[src/hw/rtl/sfrs_pkg.sv]
package sfrs_pkg;

   localparam int ADDR_W = 24;
   localparam int LEN_W = 13;
   localparam int BLK_W = 12;
   localparam int OFF_W = 12;
   localparam int CSR_IDX_W = 2;
   localparam int PC_W = 5;
   localparam int CNT_W = 5;

   localparam int PAGE_BYTES_DEF = 256;

   localparam logic [LEN_W-1:0] BLOCK_BYTES_MAX = 13'd4096;
   localparam logic [LEN_W-1:0] BLOCK_BYTES_RST = 13'd4096;
   localparam logic [LEN_W-1:0] BLOCK_TOTAL_RST = 13'd4096;
   localparam logic [LEN_W-1:0] UNIT_RST = 13'd1;

   // register indexes
   localparam logic [CSR_IDX_W-1:0] REG_BLOCK_BYTES = 2'd0;
   localparam logic [CSR_IDX_W-1:0] REG_BLOCK_TOTAL = 2'd1;
   localparam logic [CSR_IDX_W-1:0] REG_READ_UNIT = 2'd2;
   localparam logic [CSR_IDX_W-1:0] REG_PROGRAM_UNIT = 2'd3;

   // request opcodes
   localparam logic [1:0] OP_READ = 2'd0;
   localparam logic [1:0] OP_PROGRAM = 2'd1;
   localparam logic [1:0] OP_ERASE = 2'd2;
   localparam logic [1:0] OP_SYNC = 2'd3;

   // frame kinds
   localparam logic [1:0] KIND_CMD = 2'd0;
   localparam logic [1:0] KIND_POLL = 2'd1;
   localparam logic [1:0] KIND_REJECT = 2'd2;
   localparam logic [1:0] KIND_EMPTY = 2'd3;

   // data directions
   localparam logic [1:0] DIR_NONE = 2'd0;
   localparam logic [1:0] DIR_TO_FLASH = 2'd1;
   localparam logic [1:0] DIR_FROM_FLASH = 2'd2;

   // flash commands
   localparam logic [7:0] CMD_READ = 8'h03;
   localparam logic [7:0] CMD_PAGE_PROGRAM = 8'h02;
   localparam logic [7:0] CMD_WRITE_ENABLE = 8'h06;
   localparam logic [7:0] CMD_SECTOR_ERASE = 8'h20;
   localparam logic [7:0] CMD_READ_STATUS = 8'h05;
   localparam logic [7:0] CMD_NONE = 8'h00;

   typedef enum logic [3:0] {
      ACT_NONE,
      ACT_LATCH,
      ACT_MUL,
      ACT_DIV_OFF,
      ACT_SAVE_OFF,
      ACT_DIV_LEN,
      ACT_SAVE_LEN,
      ACT_LOAD_ADDR,
      ACT_DIV_PAGE,
      ACT_SAVE_ROOM,
      ACT_STEP_CHUNK
   } act_type;

   typedef enum logic [2:0] {
      EMIT_NONE,
      EMIT_WE,
      EMIT_PP,
      EMIT_READ,
      EMIT_EMPTY,
      EMIT_REJECT,
      EMIT_POLL,
      EMIT_ERASE
   } emit_type;

   typedef enum logic [3:0] {
      COND_NEXT,
      COND_ALWAYS,
      COND_OP_SYNC,
      COND_OP_ERASE,
      COND_OP_READ,
      COND_CHECK_FAIL,
      COND_LEN_ZERO,
      COND_LAST_CHUNK,
      COND_BLK_BAD
   } cond_type;

   typedef struct packed {
      act_type act;
      emit_type emit;
      cond_type cond;
      logic [PC_W-1:0] target;
   } ucode_type;

   typedef struct packed {
      act_type act;
      emit_type emit;
      logic fire;
   } ctrl_type;

   typedef struct packed {
      logic req_valid;
      logic div_busy;
      logic out_full;
      logic op_sync;
      logic op_erase;
      logic op_read;
      logic len_zero;
      logic blk_bad;
      logic check_fail;
      logic last_chunk;
   } status_type;

   // program steps
   localparam logic [PC_W-1:0] STEP_WAIT = 5'd0;
   localparam logic [PC_W-1:0] STEP_MUL = 5'd1;
   localparam logic [PC_W-1:0] STEP_DISP_SYNC = 5'd2;
   localparam logic [PC_W-1:0] STEP_DISP_ERASE = 5'd3;
   localparam logic [PC_W-1:0] STEP_DIV_OFF = 5'd4;
   localparam logic [PC_W-1:0] STEP_SAVE_OFF = 5'd5;
   localparam logic [PC_W-1:0] STEP_DIV_LEN = 5'd6;
   localparam logic [PC_W-1:0] STEP_SAVE_LEN = 5'd7;
   localparam logic [PC_W-1:0] STEP_CHECK = 5'd8;
   localparam logic [PC_W-1:0] STEP_DISP_READ = 5'd9;
   localparam logic [PC_W-1:0] STEP_DISP_ZERO = 5'd10;
   localparam logic [PC_W-1:0] STEP_DIV_PAGE = 5'd11;
   localparam logic [PC_W-1:0] STEP_SAVE_ROOM = 5'd12;
   localparam logic [PC_W-1:0] STEP_LOOP = 5'd13;
   localparam logic [PC_W-1:0] STEP_PP = 5'd14;
   localparam logic [PC_W-1:0] STEP_BACK = 5'd15;
   localparam logic [PC_W-1:0] STEP_READ = 5'd16;
   localparam logic [PC_W-1:0] STEP_EMPTY = 5'd17;
   localparam logic [PC_W-1:0] STEP_REJECT = 5'd18;
   localparam logic [PC_W-1:0] STEP_SYNC = 5'd19;
   localparam logic [PC_W-1:0] STEP_ERASE_CHK = 5'd20;
   localparam logic [PC_W-1:0] STEP_ERASE_WE = 5'd21;
   localparam logic [PC_W-1:0] STEP_ERASE = 5'd22;

   function automatic ucode_type ucode_word(input logic [PC_W-1:0] pc);
      ucode_type w;
      w = '{act: ACT_NONE, emit: EMIT_NONE, cond: COND_NEXT, target: STEP_WAIT};
      case (pc)
         STEP_WAIT: w.act = ACT_LATCH;
         STEP_MUL: w.act = ACT_MUL;
         STEP_DISP_SYNC: begin
            w.cond = COND_OP_SYNC;
            w.target = STEP_SYNC;
         end
         STEP_DISP_ERASE: begin
            w.cond = COND_OP_ERASE;
            w.target = STEP_ERASE_CHK;
         end
         STEP_DIV_OFF: w.act = ACT_DIV_OFF;
         STEP_SAVE_OFF: w.act = ACT_SAVE_OFF;
         STEP_DIV_LEN: w.act = ACT_DIV_LEN;
         STEP_SAVE_LEN: w.act = ACT_SAVE_LEN;
         STEP_CHECK: begin
            w.act = ACT_LOAD_ADDR;
            w.cond = COND_CHECK_FAIL;
            w.target = STEP_REJECT;
         end
         STEP_DISP_READ: begin
            w.cond = COND_OP_READ;
            w.target = STEP_READ;
         end
         STEP_DISP_ZERO: begin
            w.cond = COND_LEN_ZERO;
            w.target = STEP_EMPTY;
         end
         STEP_DIV_PAGE: w.act = ACT_DIV_PAGE;
         STEP_SAVE_ROOM: w.act = ACT_SAVE_ROOM;
         STEP_LOOP: w.emit = EMIT_WE;
         STEP_PP: begin
            w.act = ACT_STEP_CHUNK;
            w.emit = EMIT_PP;
            w.cond = COND_LAST_CHUNK;
            w.target = STEP_WAIT;
         end
         STEP_BACK: begin
            w.cond = COND_ALWAYS;
            w.target = STEP_LOOP;
         end
         STEP_READ: begin
            w.emit = EMIT_READ;
            w.cond = COND_ALWAYS;
         end
         STEP_EMPTY: begin
            w.emit = EMIT_EMPTY;
            w.cond = COND_ALWAYS;
         end
         STEP_REJECT: begin
            w.emit = EMIT_REJECT;
            w.cond = COND_ALWAYS;
         end
         STEP_SYNC: begin
            w.emit = EMIT_POLL;
            w.cond = COND_ALWAYS;
         end
         STEP_ERASE_CHK: begin
            w.cond = COND_BLK_BAD;
            w.target = STEP_REJECT;
         end
         STEP_ERASE_WE: w.emit = EMIT_WE;
         STEP_ERASE: begin
            w.emit = EMIT_ERASE;
            w.cond = COND_ALWAYS;
         end
         default: w.cond = COND_ALWAYS;
      endcase
      return w;
   endfunction

endpackage

[src/hw/rtl/sfrs_if.sv]
interface sfrs_req_if;
   logic valid;
   logic ready;
   logic [1:0] opcode;
   logic [sfrs_pkg::BLK_W-1:0] block_index;
   logic [sfrs_pkg::OFF_W-1:0] byte_offset;
   logic [sfrs_pkg::LEN_W-1:0] byte_length;

   modport source (output valid, output opcode, output block_index, output byte_offset,
                   output byte_length, input ready);
   modport sink (input valid, input opcode, input block_index, input byte_offset,
                 input byte_length, output ready);
endinterface

interface sfrs_rsp_if;
   logic valid;
   logic ready;
   logic [1:0] frame_kind;
   logic poll_first;
   logic [7:0] command_byte;
   logic [sfrs_pkg::ADDR_W-1:0] flash_address;
   logic [sfrs_pkg::LEN_W-1:0] data_count;
   logic [1:0] data_direction;
   logic last;

   modport source (output valid, output frame_kind, output poll_first, output command_byte,
                   output flash_address, output data_count, output data_direction,
                   output last, input ready);
   modport sink (input valid, input frame_kind, input poll_first, input command_byte,
                 input flash_address, input data_count, input data_direction,
                 input last, output ready);
endinterface

[src/hw/rtl/sfrs_rem_unit.sv]
// Restoring remainder, one quotient bit per cycle.
module sfrs_rem_unit (
   input  logic clock,
   input  logic reset,
   input  logic start,
   input  logic [sfrs_pkg::LEN_W-1:0] dividend,
   input  logic [sfrs_pkg::LEN_W-1:0] divisor,
   output logic busy,
   output logic [sfrs_pkg::LEN_W-1:0] remainder
);

   localparam int LW = sfrs_pkg::LEN_W;
   localparam int CW = sfrs_pkg::CNT_W;

   logic [CW-1:0] count_ff, count_in;
   logic [LW-1:0] shift_ff, shift_in;
   logic [LW:0] rem_ff, rem_in;
   logic [LW-1:0] div_ff, div_in;
   logic [LW:0] trial;

   assign trial = {rem_ff[LW-1:0], shift_ff[LW-1]};

   always_comb begin
      count_in = count_ff;
      shift_in = shift_ff;
      rem_in = rem_ff;
      div_in = div_ff;
      if (start) begin
         div_in = divisor;
         rem_in = '0;
         shift_in = dividend;
         count_in = CW'(LW);
      end else if (count_ff != '0) begin
         shift_in = {shift_ff[LW-2:0], 1'b0};
         count_in = count_ff - 1'b1;
         if (trial >= {1'b0, div_ff}) begin
            rem_in = trial - {1'b0, div_ff};
         end else begin
            rem_in = trial;
         end
      end
   end

   always_ff @(posedge clock) begin
      if (reset) begin
         count_ff <= '0;
      end else begin
         count_ff <= count_in;
      end
      shift_ff <= shift_in;
      rem_ff <= rem_in;
      div_ff <= div_in;
   end

   assign busy = (count_ff != '0);
   assign remainder = rem_ff[LW-1:0];

endmodule

[src/hw/rtl/sfrs_sequencer.sv]
// Step counter over the control store, with conditional jumps.
module sfrs_sequencer (
   input  logic clock,
   input  logic reset,
   input  sfrs_pkg::status_type status,
   output sfrs_pkg::ctrl_type ctrl
);

   logic [sfrs_pkg::PC_W-1:0] pc_ff, pc_in;
   sfrs_pkg::ucode_type uword;
   logic stall;
   logic taken;

   assign uword = sfrs_pkg::ucode_word(pc_ff);

   always_comb begin
      stall = 1'b0;
      if (uword.act == sfrs_pkg::ACT_LATCH && !status.req_valid) begin
         stall = 1'b1;
      end
      if ((uword.act == sfrs_pkg::ACT_SAVE_OFF || uword.act == sfrs_pkg::ACT_SAVE_LEN ||
           uword.act == sfrs_pkg::ACT_SAVE_ROOM) && status.div_busy) begin
         stall = 1'b1;
      end
      if (uword.emit != sfrs_pkg::EMIT_NONE && status.out_full) begin
         stall = 1'b1;
      end
   end

   always_comb begin
      case (uword.cond)
         sfrs_pkg::COND_NEXT: taken = 1'b0;
         sfrs_pkg::COND_ALWAYS: taken = 1'b1;
         sfrs_pkg::COND_OP_SYNC: taken = status.op_sync;
         sfrs_pkg::COND_OP_ERASE: taken = status.op_erase;
         sfrs_pkg::COND_OP_READ: taken = status.op_read;
         sfrs_pkg::COND_CHECK_FAIL: taken = status.check_fail;
         sfrs_pkg::COND_LEN_ZERO: taken = status.len_zero;
         sfrs_pkg::COND_LAST_CHUNK: taken = status.last_chunk;
         sfrs_pkg::COND_BLK_BAD: taken = status.blk_bad;
         default: taken = 1'b1;
      endcase
   end

   always_comb begin
      pc_in = pc_ff;
      if (!stall) begin
         pc_in = taken ? uword.target : pc_ff + 1'b1;
      end
   end

   always_ff @(posedge clock) begin
      if (reset) begin
         pc_ff <= sfrs_pkg::STEP_WAIT;
      end else begin
         pc_ff <= pc_in;
      end
   end

   assign ctrl.act = uword.act;
   assign ctrl.emit = uword.emit;
   assign ctrl.fire = !stall;

endmodule

[src/hw/rtl/sfrs_datapath.sv]
// Request registers, geometry checks, page split and the output register.
module sfrs_datapath #(
   parameter int PAGE_BYTES = sfrs_pkg::PAGE_BYTES_DEF
) (
   input  logic clock,
   input  logic reset,
   sfrs_req_if.sink req_bus,
   sfrs_rsp_if.source rsp_bus,
   input  logic csr_write_enable,
   input  logic [sfrs_pkg::CSR_IDX_W-1:0] csr_index,
   input  logic [sfrs_pkg::LEN_W-1:0] csr_write_data,
   input  sfrs_pkg::ctrl_type ctrl,
   output sfrs_pkg::status_type status
);

   localparam int AW = sfrs_pkg::ADDR_W;
   localparam int LW = sfrs_pkg::LEN_W;
   localparam int BW = sfrs_pkg::BLK_W;
   localparam int OW = sfrs_pkg::OFF_W;
   localparam logic [LW-1:0] PAGE_W = LW'(PAGE_BYTES);
   localparam logic [AW-1:0] PAGE_A = AW'(PAGE_BYTES);

   // address mod page size: reciprocal multiply gives the quotient in one step,
   // the remainder follows from it in the next
   localparam int PG_L = $clog2(PAGE_BYTES);
   localparam int RECIP_SH = AW + PG_L;
   localparam int RECIP_W = AW + 2;
   localparam logic [RECIP_W-1:0] PG_RECIP =
      RECIP_W'(((64'd1 << RECIP_SH) / PAGE_BYTES) + 1);

   logic [LW-1:0] block_bytes_ff, block_total_ff, read_unit_ff, program_unit_ff;

   logic [1:0] op_ff;
   logic [BW-1:0] blk_ff;
   logic [OW-1:0] off_ff;
   logic [LW-1:0] len_ff;
   logic [AW-1:0] base_ff, base_in;
   logic [AW-1:0] addr_ff, addr_in;
   logic [LW-1:0] left_ff, left_in;
   logic [LW-1:0] room_ff, room_in;
   logic [AW-1:0] quo_ff, quo_in;
   logic off_bad_ff, off_bad_in;
   logic len_bad_ff, len_bad_in;

   logic rsp_valid_ff, rsp_valid_in;
   logic [1:0] kind_ff, kind_in;
   logic poll_ff, poll_in;
   logic [7:0] cmd_ff, cmd_in;
   logic [AW-1:0] faddr_ff, faddr_in;
   logic [LW-1:0] count_ff, count_in;
   logic [1:0] dir_ff, dir_in;
   logic last_ff, last_in;

   logic [LW-1:0] bsize;
   logic [LW-1:0] unit_sel, unit;
   logic [AW-1:0] product;
   logic [AW+RECIP_W-1:0] recip_prod;
   logic [AW-1:0] page_prod;
   logic [LW:0] span;
   logic [LW-1:0] chunk;
   logic last_chunk;
   logic accept;
   logic load_out;

   logic div_start, div_busy;
   logic [LW-1:0] div_dividend, div_rem;

   // config
   always_ff @(posedge clock) begin
      if (reset) begin
         block_bytes_ff <= sfrs_pkg::BLOCK_BYTES_RST;
         block_total_ff <= sfrs_pkg::BLOCK_TOTAL_RST;
         read_unit_ff <= sfrs_pkg::UNIT_RST;
         program_unit_ff <= sfrs_pkg::UNIT_RST;
      end else if (csr_write_enable) begin
         case (csr_index)
            sfrs_pkg::REG_BLOCK_BYTES: block_bytes_ff <= csr_write_data;
            sfrs_pkg::REG_BLOCK_TOTAL: block_total_ff <= csr_write_data;
            sfrs_pkg::REG_READ_UNIT: read_unit_ff <= csr_write_data;
            sfrs_pkg::REG_PROGRAM_UNIT: program_unit_ff <= csr_write_data;
            default: ;
         endcase
      end
   end

   assign bsize = (block_bytes_ff > sfrs_pkg::BLOCK_BYTES_MAX) ?
                  sfrs_pkg::BLOCK_BYTES_MAX : block_bytes_ff;
   assign unit_sel = (op_ff == sfrs_pkg::OP_PROGRAM) ? program_unit_ff : read_unit_ff;
   assign unit = (unit_sel == '0) ? LW'(1) : unit_sel;
   assign product = blk_ff * bsize;
   assign recip_prod = addr_ff * PG_RECIP;
   assign page_prod = quo_ff * PAGE_A;
   assign span = {2'b00, off_ff} + {1'b0, len_ff};
   assign chunk = (left_ff < room_ff) ? left_ff : room_ff;
   assign last_chunk = (left_ff <= room_ff);

   assign req_bus.ready = (ctrl.act == sfrs_pkg::ACT_LATCH) && !reset;
   assign accept = req_bus.valid && req_bus.ready;

   // remainder unit operand select
   always_comb begin
      div_start = 1'b0;
      div_dividend = {{(LW-OW){1'b0}}, off_ff};
      case (ctrl.act)
         sfrs_pkg::ACT_DIV_OFF: div_start = ctrl.fire;
         sfrs_pkg::ACT_DIV_LEN: begin
            div_start = ctrl.fire;
            div_dividend = len_ff;
         end
         default: ;
      endcase
   end

   sfrs_rem_unit u_rem (
      .clock     (clock),
      .reset     (reset),
      .start     (div_start),
      .dividend  (div_dividend),
      .divisor   (unit),
      .busy      (div_busy),
      .remainder (div_rem)
   );

   // working registers
   always_comb begin
      base_in = base_ff;
      addr_in = addr_ff;
      left_in = left_ff;
      room_in = room_ff;
      quo_in = quo_ff;
      off_bad_in = off_bad_ff;
      len_bad_in = len_bad_ff;
      if (ctrl.fire) begin
         case (ctrl.act)
            sfrs_pkg::ACT_MUL: base_in = product;
            sfrs_pkg::ACT_SAVE_OFF: off_bad_in = (div_rem != '0);
            sfrs_pkg::ACT_SAVE_LEN: len_bad_in = (div_rem != '0);
            sfrs_pkg::ACT_LOAD_ADDR: begin
               addr_in = base_ff + {{(AW-OW){1'b0}}, off_ff};
               left_in = len_ff;
            end
            sfrs_pkg::ACT_DIV_PAGE: quo_in = AW'(recip_prod >> RECIP_SH);
            sfrs_pkg::ACT_SAVE_ROOM: room_in = PAGE_W - LW'(addr_ff - page_prod);
            sfrs_pkg::ACT_STEP_CHUNK: begin
               addr_in = addr_ff + {{(AW-LW){1'b0}}, chunk};
               left_in = left_ff - chunk;
               room_in = PAGE_W;
            end
            default: ;
         endcase
      end
   end

   always_ff @(posedge clock) begin
      if (accept) begin
         op_ff <= req_bus.opcode;
         blk_ff <= req_bus.block_index;
         off_ff <= req_bus.byte_offset;
         len_ff <= req_bus.byte_length;
      end
      base_ff <= base_in;
      addr_ff <= addr_in;
      left_ff <= left_in;
      room_ff <= room_in;
      quo_ff <= quo_in;
      off_bad_ff <= off_bad_in;
      len_bad_ff <= len_bad_in;
   end

   // status to the sequencer
   assign status.req_valid = req_bus.valid;
   assign status.div_busy = div_busy;
   assign status.out_full = rsp_valid_ff && !rsp_bus.ready;
   assign status.op_sync = (op_ff == sfrs_pkg::OP_SYNC);
   assign status.op_erase = (op_ff == sfrs_pkg::OP_ERASE);
   assign status.op_read = (op_ff == sfrs_pkg::OP_READ);
   assign status.len_zero = (left_ff == '0);
   assign status.blk_bad = ({1'b0, blk_ff} >= block_total_ff);
   assign status.check_fail = status.blk_bad || off_bad_ff || len_bad_ff ||
                              (span > {1'b0, bsize});
   assign status.last_chunk = last_chunk;

   // output register
   assign load_out = ctrl.fire && (ctrl.emit != sfrs_pkg::EMIT_NONE);

   always_comb begin
      kind_in = sfrs_pkg::KIND_CMD;
      poll_in = 1'b0;
      cmd_in = sfrs_pkg::CMD_NONE;
      faddr_in = '0;
      count_in = '0;
      dir_in = sfrs_pkg::DIR_NONE;
      last_in = 1'b1;
      case (ctrl.emit)
         sfrs_pkg::EMIT_WE: begin
            poll_in = 1'b1;
            cmd_in = sfrs_pkg::CMD_WRITE_ENABLE;
            last_in = 1'b0;
         end
         sfrs_pkg::EMIT_PP: begin
            cmd_in = sfrs_pkg::CMD_PAGE_PROGRAM;
            faddr_in = addr_ff;
            count_in = chunk;
            dir_in = sfrs_pkg::DIR_TO_FLASH;
            last_in = last_chunk;
         end
         sfrs_pkg::EMIT_READ: begin
            poll_in = 1'b1;
            cmd_in = sfrs_pkg::CMD_READ;
            faddr_in = addr_ff;
            count_in = len_ff;
            dir_in = sfrs_pkg::DIR_FROM_FLASH;
         end
         sfrs_pkg::EMIT_EMPTY: kind_in = sfrs_pkg::KIND_EMPTY;
         sfrs_pkg::EMIT_REJECT: kind_in = sfrs_pkg::KIND_REJECT;
         sfrs_pkg::EMIT_POLL: begin
            kind_in = sfrs_pkg::KIND_POLL;
            poll_in = 1'b1;
            cmd_in = sfrs_pkg::CMD_READ_STATUS;
         end
         sfrs_pkg::EMIT_ERASE: begin
            cmd_in = sfrs_pkg::CMD_SECTOR_ERASE;
            faddr_in = base_ff;
         end
         default: ;
      endcase
   end

   always_comb begin
      rsp_valid_in = rsp_valid_ff;
      if (load_out) begin
         rsp_valid_in = 1'b1;
      end else if (rsp_bus.ready) begin
         rsp_valid_in = 1'b0;
      end
   end

   always_ff @(posedge clock) begin
      if (reset) begin
         rsp_valid_ff <= 1'b0;
      end else begin
         rsp_valid_ff <= rsp_valid_in;
      end
      if (load_out) begin
         kind_ff <= kind_in;
         poll_ff <= poll_in;
         cmd_ff <= cmd_in;
         faddr_ff <= faddr_in;
         count_ff <= count_in;
         dir_ff <= dir_in;
         last_ff <= last_in;
      end
   end

   assign rsp_bus.valid = rsp_valid_ff;
   assign rsp_bus.frame_kind = kind_ff;
   assign rsp_bus.poll_first = poll_ff;
   assign rsp_bus.command_byte = cmd_ff;
   assign rsp_bus.flash_address = faddr_ff;
   assign rsp_bus.data_count = count_ff;
   assign rsp_bus.data_direction = dir_ff;
   assign rsp_bus.last = last_ff;

endmodule

[src/hw/rtl/spi_flash_request_sequencer.sv]
// SPI NOR flash request sequencer.
// req_bus takes one block-device request per beat (read, program, erase, sync);
// rsp_bus gives the flash command frames it causes, in order, with last set on
// the final frame of each request. csr_* writes the geometry registers and must
// only be used while no request is in flight.
// Order of events, receiver ready: a sync gives one poll frame; erase gives
// write enable then sector erase (a bad block is rejected instead). Read and
// program run two remainder checks (offset, length) on a shared bit-serial
// unit before a read frame or a rejection appears; an empty program then gives
// its empty frame. A program then works out the room left in the first page and
// issues write enable and page program for each page chunk in turn.
// The next request is taken the cycle after the final frame is registered.
// The remainder unit sets the pace of read and program.
// Reset (synchronous) returns the step counter to the wait step, empties the
// output register and loads the register defaults; req ready is low meanwhile.
// A stalled receiver holds the output register; the program waits on the step
// that wants to issue the next frame, so no beat is lost or repeated.
module spi_flash_request_sequencer #(
   parameter int PAGE_BYTES = sfrs_pkg::PAGE_BYTES_DEF
) (
   input  logic clock,
   input  logic reset,
   sfrs_req_if.sink req_bus,
   sfrs_rsp_if.source rsp_bus,
   input  logic csr_write_enable,
   input  logic [sfrs_pkg::CSR_IDX_W-1:0] csr_index,
   input  logic [sfrs_pkg::LEN_W-1:0] csr_write_data
);

   // control word out, condition flags back
   sfrs_pkg::ctrl_type ctrl;
   sfrs_pkg::status_type status;

   sfrs_sequencer u_seq (
      .clock  (clock),
      .reset  (reset),
      .status (status),
      .ctrl   (ctrl)
   );

   // geometry registers, checks, page split, output register
   sfrs_datapath #(
      .PAGE_BYTES (PAGE_BYTES)
   ) u_dp (
      .clock            (clock),
      .reset            (reset),
      .req_bus          (req_bus),
      .rsp_bus          (rsp_bus),
      .csr_write_enable (csr_write_enable),
      .csr_index        (csr_index),
      .csr_write_data   (csr_write_data),
      .ctrl             (ctrl),
      .status           (status)
   );

endmodule

[src/flat_wrapper.sv]
// flat-port wrapper written by rule: the top's interface ports become plain ports
module spi_flash_request_sequencer_flat 
#(
   parameter int PAGE_BYTES = sfrs_pkg::PAGE_BYTES_DEF
)
  (clock, reset, csr_write_enable, csr_index, csr_write_data, req_bus_valid, req_bus_opcode, req_bus_block_index, req_bus_byte_offset, req_bus_byte_length, req_bus_ready, rsp_bus_valid, rsp_bus_frame_kind, rsp_bus_poll_first, rsp_bus_command_byte, rsp_bus_flash_address, rsp_bus_data_count, rsp_bus_data_direction, rsp_bus_last, rsp_bus_ready);
  sfrs_req_if req_bus_i ();
  sfrs_rsp_if rsp_bus_i ();
  input  logic clock;
  input  logic reset;
  input  logic csr_write_enable;
  input  logic [sfrs_pkg::CSR_IDX_W-1:0] csr_index;
  input  logic [sfrs_pkg::LEN_W-1:0] csr_write_data;
  input wire logic [$bits(req_bus_i.valid)-1:0] req_bus_valid;
  input wire logic [$bits(req_bus_i.opcode)-1:0] req_bus_opcode;
  input wire logic [$bits(req_bus_i.block_index)-1:0] req_bus_block_index;
  input wire logic [$bits(req_bus_i.byte_offset)-1:0] req_bus_byte_offset;
  input wire logic [$bits(req_bus_i.byte_length)-1:0] req_bus_byte_length;
  output wire logic [$bits(req_bus_i.ready)-1:0] req_bus_ready;
  output wire logic [$bits(rsp_bus_i.valid)-1:0] rsp_bus_valid;
  output wire logic [$bits(rsp_bus_i.frame_kind)-1:0] rsp_bus_frame_kind;
  output wire logic [$bits(rsp_bus_i.poll_first)-1:0] rsp_bus_poll_first;
  output wire logic [$bits(rsp_bus_i.command_byte)-1:0] rsp_bus_command_byte;
  output wire logic [$bits(rsp_bus_i.flash_address)-1:0] rsp_bus_flash_address;
  output wire logic [$bits(rsp_bus_i.data_count)-1:0] rsp_bus_data_count;
  output wire logic [$bits(rsp_bus_i.data_direction)-1:0] rsp_bus_data_direction;
  output wire logic [$bits(rsp_bus_i.last)-1:0] rsp_bus_last;
  input wire logic [$bits(rsp_bus_i.ready)-1:0] rsp_bus_ready;
  assign req_bus_i.valid = req_bus_valid;
  assign req_bus_i.opcode = req_bus_opcode;
  assign req_bus_i.block_index = req_bus_block_index;
  assign req_bus_i.byte_offset = req_bus_byte_offset;
  assign req_bus_i.byte_length = req_bus_byte_length;
  assign req_bus_ready = req_bus_i.ready;
  assign rsp_bus_valid = rsp_bus_i.valid;
  assign rsp_bus_frame_kind = rsp_bus_i.frame_kind;
  assign rsp_bus_poll_first = rsp_bus_i.poll_first;
  assign rsp_bus_command_byte = rsp_bus_i.command_byte;
  assign rsp_bus_flash_address = rsp_bus_i.flash_address;
  assign rsp_bus_data_count = rsp_bus_i.data_count;
  assign rsp_bus_data_direction = rsp_bus_i.data_direction;
  assign rsp_bus_last = rsp_bus_i.last;
  assign rsp_bus_i.ready = rsp_bus_ready;
  spi_flash_request_sequencer #(.PAGE_BYTES(PAGE_BYTES)) u_core (.clock(clock), .reset(reset), .req_bus(req_bus_i), .rsp_bus(rsp_bus_i), .csr_write_enable(csr_write_enable), .csr_index(csr_index), .csr_write_data(csr_write_data));
endmodule
[config.mk]
export PLATFORM = sky130hd
export DESIGN_NAME = spi_flash_request_sequencer_flat
export DESIGN_NICKNAME = d
export VERILOG_FILES = /design/src/hw/rtl/sfrs_pkg.sv /design/src/hw/rtl/sfrs_if.sv /design/src/hw/rtl/sfrs_rem_unit.sv /design/src/hw/rtl/sfrs_sequencer.sv /design/src/hw/rtl/sfrs_datapath.sv /design/src/hw/rtl/spi_flash_request_sequencer.sv /design/src/flat_wrapper.sv
export SDC_FILE = /design/constraint.sdc
export NUM_CORES = 1
export LEC_CHECK = 0
export BUFFER_PORTS_ARGS = -buffer_cell sky130_fd_sc_hd__buf_2
export CORE_ASPECT_RATIO = 1.4
export CORE_MARGIN = 2
export CORE_UTILIZATION = 40
export DETAILED_ROUTE_END_ITERATION = 12
export GPL_TIMING_DRIVEN = 0
export MAX_ROUTING_LAYER = met4
export PLACE_DENSITY_LB_ADDON = 0.12
export RECOVER_POWER = 25
export SLEW_MARGIN = 10
export SYNTH_ARGS = -nofsm -noshare
export SYNTH_HDL_FRONTEND = slang
export SYNTH_SLANG_ARGS = --single-unit
[constraint.sdc]
create_clock -name clock -period 8.9 [get_ports clock]
set_input_delay 2.225 -clock clock [delete_from_list [all_inputs] [get_ports clock]]
set_output_delay 2.225 -clock clock [all_outputs]
set_load 0.05 [all_outputs]
==> Flow_metrics.wiki, run 1 <==
{| class="wikitable"
! Metric !! Value
|-
| Run status || finished, final reports clean
|-
| Wire length of the first global-routing pass || 90000 um
|-
| Proportion of netlist area held by the largest area contributor || 0.285
|-
| Routed wirelength normalized by instance count || 19.3 um
|-
| Flip-flop and latch count after synthesis || 269
|-
| Post-route DRC violation count || 0
|-
| Post-Synth XOR/XNOR Area || 0.0443
|-
| Proportion of power drawn by combinational gates || 0.362
|-
| Antenna violation net count after detailed routing || 0
|-
| Die H || 271 um
|-
| Post-CTS setup buffer count || 0
|-
| Post-synthesis compound-gate area fraction || 0.115
|-
| Depth of the worst hold-timing path || 2
|-
| Cell count after synthesis || 2158
|-
| Dominant synthesized flop cell || sky130_fd_sc_hd__edfxtp_1
|-
| Cells traversed along the worst timing path || clkbuf_1 > nor2b_1 > clkbuf_1 > nand2_1 > fa_1 > inv_1 > ha_1 > inv_1 > fa_1 > inv_1 > fa_1 > inv_1 > fa_1 > inv_1 > ha_1 > a2111oi_0 > nor3_1 > a21o_1 > o221ai_1 > a21oi_1 > a211oi_1 > a21oi_1 > xnor2_1
|-
| Pre-CTS setup slack || 1690 ps
|-
| Sequential Power Share || 0.371
|-
| Cell accounting for the most synthesized area || sky130_fd_sc_hd__edfxtp_1
|-
| Clock Sinks || 269
|-
| Number of synthesized flops with an enable pin || 193
|-
| Total of cells resized after clock tree synthesis || 0
|-
| Internal Power || 2.98 mW
|-
| Slowest stage delay, CP || 580 ps
|-
| Synthesis-to-finish area growth || 12.2%
|-
| Power density of the placed cells || 208 nW/um^2
|-
| Largest fanout of any net on the critical path || 10
|-
| Detailed-router iteration count before antenna repair || 5
|-
| Die width || 195 um
|-
| H-tree lvl count || 1
|-
| Share of flip-flops with an asynchronous set or reset || 0
|-
| Sw power || 1.78 mW
|-
| Sequential-to-total area share from yosys stat || 0.360
|-
| Synth Area per Inst || 9.43 um^2
|-
| Clock period minus worst slack || 7210 ps
|-
| Mux cell area share after synthesis || 0.0290
|-
| Pwr Total || 4.76 mW
|-
| Clk network pwr share || 0.267
|-
| Clock tree from TritonCTS || done
|-
| Most frequent cells in the layout || sky130_fd_sc_hd__nand2_1 (323), sky130_fd_sc_hd__inv_1 (252), sky130_fd_sc_hd__edfxtp_1 (193)
|-
| Dominant combinational cell family by area after synthesis || adder cells
|-
| Cell type with the highest occurrence count on the critical path || sky130_fd_sc_hd__inv_1
|-
| Number of vias after detailed routing || 15700
|-
| Leakage power figure || 9.65 nW
|-
| Clock insertion delay at the later pin of the skew report || 610 ps
|-
| Remaining Overflow, GRT || 0
|-
| Worst clock skew || 46.2 ps
|-
| Total number of placement rows || 97
|-
| GP Congestion || 0.949
|-
| Proportion of layout cells with a drive suffix above 1 || 0.0849
|-
| Dominant cells by area after synthesis || sky130_fd_sc_hd__edfxtp_1 (28%), sky130_fd_sc_hd__fa_1 (11%), sky130_fd_sc_hd__ha_1 (11%), sky130_fd_sc_hd__dfxtp_1 (7.5%), sky130_fd_sc_hd__nand2_1 (6.0%)
|-
| Critical path endpoint category || flip-flop
|-
| Vias in the first global route || 16300
|-
| Starting density of the core || 0.406
|-
| Maximum clock insertion buffer count || 3
|-
| Unrepaired setup endpoints after global routing || false
|-
| Area of the mapped netlist || 20300 um^2
|-
| Adder and majority cell fraction of the synthesized area || 0.220
|-
| Slowest CP cell || sky130_fd_sc_hd__clkbuf_1
|-
| Switching power share of the total || 0.373
|-
| Tcrit/Tclk final || 0.810
|-
| Setup Viol. Count Final || 0
|-
| Area fraction in and, or, nand and nor cells after synthesis || 0.168
|-
| Drt first-iter violations || 673
|-
| F_max || 139 MHz
|-
| Final Hold Viols || 0
|-
| DP Wirelength || 46000 um
|-
| Most common cell after layout, fill and taps aside || sky130_fd_sc_hd__nand2_1
|-
| Unique masters post-synth || 71
|-
| Yosys Warn Count || 0
|-
| Arrival time of data at the critical path endpoint || 7570 ps
|-
| Vias per std cell || 5.29
|-
| Die area || 52700 um^2
|-
| I/O pins || 112
|-
| Clock transition at path regs || 70 ps
|-
| Final critical-path setup slack || 1690 ps
|-
| Initial antenna violation count || 0
|-
| Hold Buf Count CTS || 0
|-
| Setup tns final || 0 ps
|-
| Number of buffers added on ports || 107
|-
| Required time worst endpoint || 9260 ps
|-
| TritonCTS Buffers || 30
|-
| Final max-slew violation count || 0
|-
| Global-route usage over all layers || 0.225
|-
| Final WL || 57400 um
|-
| Critical path startpoint category || flip-flop
|-
| Cell depth of the worst flop-to-flop path || 23
|-
| Pin count of the biggest net entering global routing || 32
|-
| Maxcap violations || 0
|-
| Diodes inserted || 0
|-
| Clock tree root driver cell || sky130_fd_sc_hd__clkbuf_16
|-
| Hold Path Class || reg2reg
|-
| Maximum vdd drop || 0.169 mV
|-
| Final layout net count || 2656
|-
| Slew margin rel. || 0.236
|-
| Critical path class || reg2reg
|-
| Transition at the pin with the smallest max-transition slack || 1140 ps
|-
| Placeable core area || 50100 um^2
|}
[cell type report]
class | count | area [um^2]
tap | 643 | 805
fill | 4944 | 27300
clock inverter | 17 | 148
timing repair buffer | 115 | 629
buffer | 85 | 344
sequential | 269 | 7320
inverter | 252 | 946
clock buffer | 38 | 866
multi-input combinational | 1555 | 11800
[critical path, delay by kind of cell (launching register included)]
family | cells | cell delay, ps
AO/OA/AOI/OAI | 6 | 1720
XOR/XNOR | 1 | 320
adder cells (fa/ha/maj) | 6 | 2780
buffers and inverters | 7 | 1090
flip-flops | 1 | 380
AND/OR/NAND/NOR | 3 | 680
[path summary, 6_finish.rpt]
check	from	slack, ps	endpoint
worst min register to register	u_core.u_dp.u_rem.count_ff[4]	450	u_core.u_dp.u_rem.count_ff[4]
worst min-delay path	u_core.u_dp.u_rem.count_ff[4]	450	u_core.u_dp.u_rem.count_ff[4]
worst max register to register	u_core.u_dp.block_bytes_ff[12]	1690	u_core.u_dp.base_ff[23]
worst max-delay path	u_core.u_dp.block_bytes_ff[12]	1690	u_core.u_dp.base_ff[23]
[power by group through the flow]
stage	Sequential [mW]	Clock, mW	Combinational (mW)
6_report	1.76	1.27	1.72
4_1_cts	1.76	1.30	1.74
3_5_place_dp	1.79	0	1.73
2_1_floorplan	1.77	0	1.25
5_1_grt	1.78	1.35	1.94
3_3_place_gp	1.79	0	1.68
[cells by family after synthesis]
| group | Yosys count |
|---|---|
| other | 1 |
| DFF | 269 |
| muxes | 57 |
| xor gates and xnor gates | 103 |
| adders and majority gates | 289 |
| and+or+nand+nor | 731 |
| AOI/OAI and AO/OA | 371 |
| buffers and inverters | 337 |
[synthesized netlist by cell type, types with 37 or more instances]
| library cell | n |
|---|---|
| sky130_fd_sc_hd__inv_1 | 251 |
| sky130_fd_sc_hd__dfxtp_1 | 76 |
| sky130_fd_sc_hd__edfxtp_1 | 193 |
| sky130_fd_sc_hd__o21ai_0 | 77 |
| sky130_fd_sc_hd__nor3_1 | 46 |
| sky130_fd_sc_hd__clkbuf_1 | 69 |
| sky130_fd_sc_hd__mux2i_1 | 41 |
| sky130_fd_sc_hd__nand2_1 | 323 |
| sky130_fd_sc_hd__nand3_1 | 39 |
| sky130_fd_sc_hd__xor2_1 | 37 |
| sky130_fd_sc_hd__and2_1 | 58 |
| sky130_fd_sc_hd__ha_1 | 175 |
| sky130_fd_sc_hd__a21oi_1 | 129 |
| sky130_fd_sc_hd__xnor2_1 | 66 |
| sky130_fd_sc_hd__nor2_1 | 122 |
| sky130_fd_sc_hd__fa_1 | 114 |
[flip-flops by register name, indices dropped and copies added, names as in the netlist, 4 cells and up]
register                           cells
u_core.u_dp.addr_ff                   24
u_core.u_dp.base_ff                   24
u_core.u_dp.blk_ff                    12
u_core.u_dp.block_bytes_ff            13
u_core.u_dp.block_total_ff            13
u_core.u_dp.left_ff                   13
u_core.u_dp.len_ff                    13
u_core.u_dp.off_ff                    12
u_core.u_dp.program_unit_ff           13
u_core.u_dp.quo_ff                     5
u_core.u_dp.read_unit_ff              13
u_core.u_dp.room_ff                   13
u_core.u_dp.rsp_bus.command_byte       4
u_core.u_dp.rsp_bus.data_count        13
u_core.u_dp.rsp_bus.flash_address     24
u_core.u_dp.u_rem.count_ff             5
u_core.u_dp.u_rem.div_ff              13
u_core.u_dp.u_rem.rem_ff              13
u_core.u_dp.u_rem.shift_ff            13
u_core.u_seq.pc_ff                     5
[through the flow]
stage / utilization / hold WS, ps / std cells / area [um^2]
after CTS: 0.456 / 452 / 2974 / 22800
after detailed placement: 0.435 / 442 / 2919 / 21800
final: 0.455 / 451 / 2974 / 22800
after floorplan: - / 423 / 2161 / 20400
after global placement: 0.433 / 433 / 2911 / 21700
after global routing: 0.455 / 475 / 2974 / 22800
[layer usage]
metal / vias up / wire (um) / track usage
li1: 7634 / - / -
met1: 7691 / 23100 / 0.247
met2: 297 / 30500 / 0.422
met3: 102 / 1690 / 0.0194
met4: 0 / 2100 / 0.0820
met5: - / 0 / -
No activity file was read; power rests on OpenSTA's default activity.
==> run 2: changes to the inputs <==
--- a/config.mk
+++ b/config.mk
@@ -5,6 +5,7 @@
 export SDC_FILE = /design/constraint.sdc
 export NUM_CORES = 1
 export LEC_CHECK = 0
+export ABC_AREA = 1
 export BUFFER_PORTS_ARGS = -buffer_cell sky130_fd_sc_hd__buf_2
 export CORE_ASPECT_RATIO = 1.4
 export CORE_MARGIN = 2
==> constraint.sdc (replaced) <==
create_clock -name clock -period 7.55 [get_ports clock]
set_input_delay 1.8875 -clock clock [delete_from_list [all_inputs] [get_ports clock]]
set_output_delay 1.8875 -clock clock [all_outputs]
set_load 0.05 [all_outputs]
==> Flow_metrics.wiki, run 2 <==
{| class="wikitable"
! Metric !! Value
|-
| Run status || finished, final reports clean (unchanged)
|-
| Maximum vdd drop || 0.175 mV (was 0.169 mV)
|-
| Proportion of netlist area held by the largest area contributor || 0.282 (was 0.285)
|-
| Number of synthesized flops with an enable pin || 193 (unchanged)
|-
| Post-Synth XOR/XNOR Area || 0.0328 (was 0.0443)
|-
| Clock period minus worst slack || 6610 ps (was 7210 ps)
|-
| Starting density of the core || 0.404 (was 0.406)
|-
| Final max-slew violation count || 0 (unchanged)
|-
| Tcrit/Tclk final || 0.876 (was 0.810)
|-
| Number of buffers added on ports || 107 (unchanged)
|-
| Synth Area per Inst || 8.45 um^2 (was 9.43 um^2)
|-
| Mux cell area share after synthesis || 0.000487 (was 0.0290)
|-
| Transition at the pin with the smallest max-transition slack || 1290 ps (was 1140 ps)
|-
| Unrepaired setup endpoints after global routing || false (unchanged)
|-
| Slowest CP cell || sky130_fd_sc_hd__nor2_1 (was sky130_fd_sc_hd__clkbuf_1)
|-
| Drt first-iter violations || 878 (was 673)
|-
| Setup Viol. Count Final || 0 (unchanged)
|-
| Vias per std cell || 5.08 (was 5.29)
|-
| Post-route DRC violation count || 0 (unchanged)
|-
| Worst-case hold path end point || u_core.u_dp.program_unit_ff[10] (was u_core.u_dp.u_rem.count_ff[4])
|-
| Arrival time of data at the critical path endpoint || 6940 ps (was 7570 ps)
|-
| Total of cells resized after clock tree synthesis || 0 (unchanged)
|-
| Depth of the worst hold-timing path || 2 (unchanged)
|-
| Most common cell after layout, fill and taps aside || sky130_fd_sc_hd__nand2_1 (unchanged)
|-
| Dominant combinational cell family by area after synthesis || adder cells (unchanged)
|-
| Largest fanout of any net on the critical path || 10 (unchanged)
|-
| Worst clock skew || 25.7 ps (was 46.2 ps)
|-
| Post-CTS setup buffer count || 0 (unchanged)
|-
| Diodes inserted || 0 (unchanged)
|-
| Clock tree from TritonCTS || done (unchanged)
|-
| Power density of the placed cells || 293 nW/um^2 (was 208 nW/um^2)
|-
| Unique masters post-synth || 60 (was 71)
|-
| Critical path startpoint category || flip-flop (unchanged)
|-
| Cell depth of the worst flop-to-flop path || 20 (was 23)
|-
| Pin count of the biggest net entering global routing || 36 (was 32)
|-
| Top post-synthesis cells by count || sky130_fd_sc_hd__nand2_1 (450), sky130_fd_sc_hd__inv_1 (425), sky130_fd_sc_hd__nor2_1 (195), sky130_fd_sc_hd__edfxtp_1 (193), sky130_fd_sc_hd__ha_1 (175) (was sky130_fd_sc_hd__nand2_1 (323), sky130_fd_sc_hd__inv_1 (251), sky130_fd_sc_hd__edfxtp_1 (193), sky130_fd_sc_hd__ha_1 (175), sky130_fd_sc_hd__a21oi_1 (129))
|-
| Initial antenna violation count || 0 (unchanged)
|-
| Register-to-register path setup slack || 940 ps (was 1690 ps)
|-
| Clock transition at path regs || 60 ps (was 70 ps)
|-
| Detailed-router iteration count before antenna repair || 5 (unchanged)
|-
| Critical path class || reg2reg (unchanged)
|-
| Antenna violation net count after detailed routing || 0 (unchanged)
|-
| Placeable core area || 50900 um^2 (was 50100 um^2)
|-
| Clock tree root driver cell || sky130_fd_sc_hd__clkbuf_16 (unchanged)
|-
| Synthesis-to-finish area growth || 11.7% (was 12.2%)
|-
| Post-place instance area || 22000 um^2 (was 21800 um^2)
|-
| Most frequent cells in the layout || sky130_fd_sc_hd__nand2_1 (452), sky130_fd_sc_hd__inv_1 (426), sky130_fd_sc_hd__nor2_1 (198) (was sky130_fd_sc_hd__nand2_1 (323), sky130_fd_sc_hd__inv_1 (252), sky130_fd_sc_hd__edfxtp_1 (193))
|-
| Maximum clock insertion buffer count || 3 (unchanged)
|-
| Remaining Overflow, GRT || 0 (unchanged)
|-
| Maxcap violations || 0 (unchanged)
|-
| Layout Cell Area excl Fill || 23000 um^2 (was 22800 um^2)
|-
| Adder and majority cell fraction of the synthesized area || 0.217 (was 0.220)
|-
| Final layout net count || 2931 (was 2656)
|-
| Hold Path Class || reg2reg (unchanged)
|-
| Post-synthesis compound-gate area fraction || 0.125 (was 0.115)
|-
| Setup tns final || 0 ps (unchanged)
|-
| Wire length of the first global-routing pass || 91100 um (was 90000 um)
|-
| H-tree lvl count || 1 (unchanged)
|-
| R2R Path Start || u_core.u_dp.block_bytes_ff[8] (was u_core.u_dp.block_bytes_ff[12])
|-
| Cells traversed along the worst timing path || nor4_1 > a21oi_1 > nor2_1 > inv_1 > nor2_1 > fa_1 > fa_1 > fa_1 > fa_1 > inv_1 > fa_1 > inv_1 > ha_1 > nand2_1 > nor2_1 > nand3_1 > o2111ai_1 > a31oi_1 > o21ai_0 > xor2_1 (was clkbuf_1 > nor2b_1 > clkbuf_1 > nand2_1 > fa_1 > inv_1 > ha_1 > inv_1 > fa_1 > inv_1 > fa_1 > inv_1 > fa_1 > inv_1 > ha_1 > a2111oi_0 > nor3_1 > a21o_1 > o221ai_1 > a21oi_1 > a211oi_1 > a21oi_1 > xnor2_1)
|-
| Smallest hold slack || 449 ps (was 451 ps)
|-
| Vias in the first global route || 16700 (was 16300)
|-
| Sequential-to-total area share from yosys stat || 0.356 (was 0.360)
|-
| DP Wirelength || 47200 um (was 46000 um)
|-
| Clock Sinks || 269 (unchanged)
|-
| Flip-flop and latch count after synthesis || 269 (unchanged)
|-
| Critical path endpoint category || flip-flop (unchanged)
|-
| Number of inserted filler cells in the final layout || 5092 (was 4944)
|-
| Area fraction in and, or, nand and nor cells after synthesis || 0.170 (was 0.168)
|-
| I/O pins || 112 (unchanged)
|-
| Final Hold Viols || 0 (unchanged)
|-
| Dominant cells by area after synthesis || sky130_fd_sc_hd__edfxtp_1 (28%), sky130_fd_sc_hd__fa_1 (11%), sky130_fd_sc_hd__ha_1 (11%), sky130_fd_sc_hd__nand2_1 (8.2%), sky130_fd_sc_hd__inv_1 (7.8%) (was sky130_fd_sc_hd__edfxtp_1 (28%), sky130_fd_sc_hd__fa_1 (11%), sky130_fd_sc_hd__ha_1 (11%), sky130_fd_sc_hd__dfxtp_1 (7.5%), sky130_fd_sc_hd__nand2_1 (6.0%))
|-
| Cell accounting for the most synthesized area || sky130_fd_sc_hd__edfxtp_1 (unchanged)
|-
| Global-route usage over all layers || 0.225 (about the same)
|-
| Slowest stage delay, CP || 820 ps (was 580 ps)
|-
| Proportion of layout cells with a drive suffix above 1 || 0.0894 (was 0.0849)
|-
| F_max || 151 MHz (was 139 MHz)
|-
| Final WL || 57700 um (was 57400 um)
|-
| Total number of placement rows || 98 (was 97)
|-
| Leakage power figure || 10.7 nW (was 9.65 nW)
|-
| Most frequent cell after synthesis || sky130_fd_sc_hd__nand2_1 (unchanged)
|-
| Slew margin rel. || 0.138 (was 0.236)
|-
| TritonCTS Buffers || 29 (was 30)
|-
| Die width || 196 um (was 195 um)
|-
| Share of the core filled with cells || 0.452 (was 0.455)
|-
| Clock insertion delay at the later pin of the skew report || 600 ps (was 610 ps)
|-
| Endpoint of the most critical register-to-register path || u_core.u_dp.base_ff[18] (was u_core.u_dp.base_ff[23])
|-
| Number of vias after detailed routing || 16600 (was 15700)
|-
| Min-Delay Startpoint || u_core.u_dp.program_unit_ff[10] (was u_core.u_dp.u_rem.count_ff[4])
|-
| Hold Buf Count CTS || 0 (unchanged)
|-
| Pwr Total || 6.73 mW (was 4.76 mW)
|-
| Area of the mapped netlist || 20600 um^2 (was 20300 um^2)
|-
| Share of flip-flops with an asynchronous set or reset || 0 (unchanged)
|-
| Yosys Warn Count || 0 (unchanged)
|-
| Routed wirelength normalized by instance count || 17.7 um (was 19.3 um)
|-
| Cell type with the highest occurrence count on the critical path || sky130_fd_sc_hd__fa_1 (was sky130_fd_sc_hd__inv_1)
|-
| Die area || 53300 um^2 (was 52700 um^2)
|-
| GP Congestion || 0.941 (was 0.949)
|-
| Required time worst endpoint || 7870 ps (was 9260 ps)
|-
| Cell count after synthesis || 2434 (was 2158)
|-
| Dominant synthesized flop cell || sky130_fd_sc_hd__edfxtp_1 (unchanged)
|-
| Die H || 272 um (was 271 um)
|}
==> run 2: per-layer routing <==
metal,vias to the layer above,track usage,wire [um]
met5,-,-,0
met4,0,0.0824,2320
met3,87,0.0166,1730
met2,301,0.409,29700
met1,7896,0.259,24000
li1,8272,-,-
==> run 2: logic make-up (layout without fill, tap and decap cells) <==
group	after synthesis	in the layout
compound gates	462	462
xor+xnor	77	77
fa+ha+maj	289	289
buf+inv	513	682
flops	269	269
mux	1	1
other cells	1	4
simple gates	822	822
==> run 2: layout make-up <==
class                           instances  area (um^2)  area share
Clock inverter                         16          181     0.00790
Clock buffer                           38          843      0.0367
Timing Repair Buffer                  115          609      0.0265
Inverter                              452         1700      0.0741
Buffer                                 61          302      0.0131
Sequential cell                       269         7320       0.318
Multi-Input combinational cell       1655        11200       0.488
Tap cell                              650          813      0.0354
==> run 2: worst max-delay path by stage <==
stage                                        startpoint  cells past startpoint                      end  slack [ps]
final                     u_core.u_dp.block_bytes_ff[8]                     20  u_core.u_dp.base_ff[18]         940
after global routing      u_core.u_dp.block_bytes_ff[7]                     22  u_core.u_dp.base_ff[18]         580
after CTS                 u_core.u_dp.block_bytes_ff[6]                     22  u_core.u_dp.base_ff[18]         870
after floorplan           u_core.u_dp.block_bytes_ff[8]                     22  u_core.u_dp.base_ff[23]        2070
after global placement                            reset                      3   u_core.u_dp.blk_ff[10]         100
after detailed placement  u_core.u_dp.block_bytes_ff[8]                     20  u_core.u_dp.base_ff[18]         980
==> run 2: metrics by stage <==
step | setup WS (ps) | std cells
3_3_place_gp | 101 | 3194
5_1_grt | 582 | 3256
3_5_place_dp | 979 | 3202
6_report | 938 | 3256
4_1_cts | 875 | 3256
2_1_floorplan | 2070 | 2437
==> run 2: where the power goes <==
part	switching (mW)	total, mW	leakage (nW)	internal, mW
Sequential	0.197	2.22	2.41	2.03
Clock	0.639	1.53	0.512	0.895
Combinational	1.99	2.98	7.80	0.987
==> run 2: worst max-delay path, delay by kind of cell, from the launching register on <==
kind                     cells  cell delay, ps
AO/OA/AOI/OAI                4             840
flip-flops                   1             340
AND/OR/NAND/NOR              6            1720
buffers and inverters        3             470
adder cells (fa/ha/maj)      6            2870
XOR/XNOR                     1              90
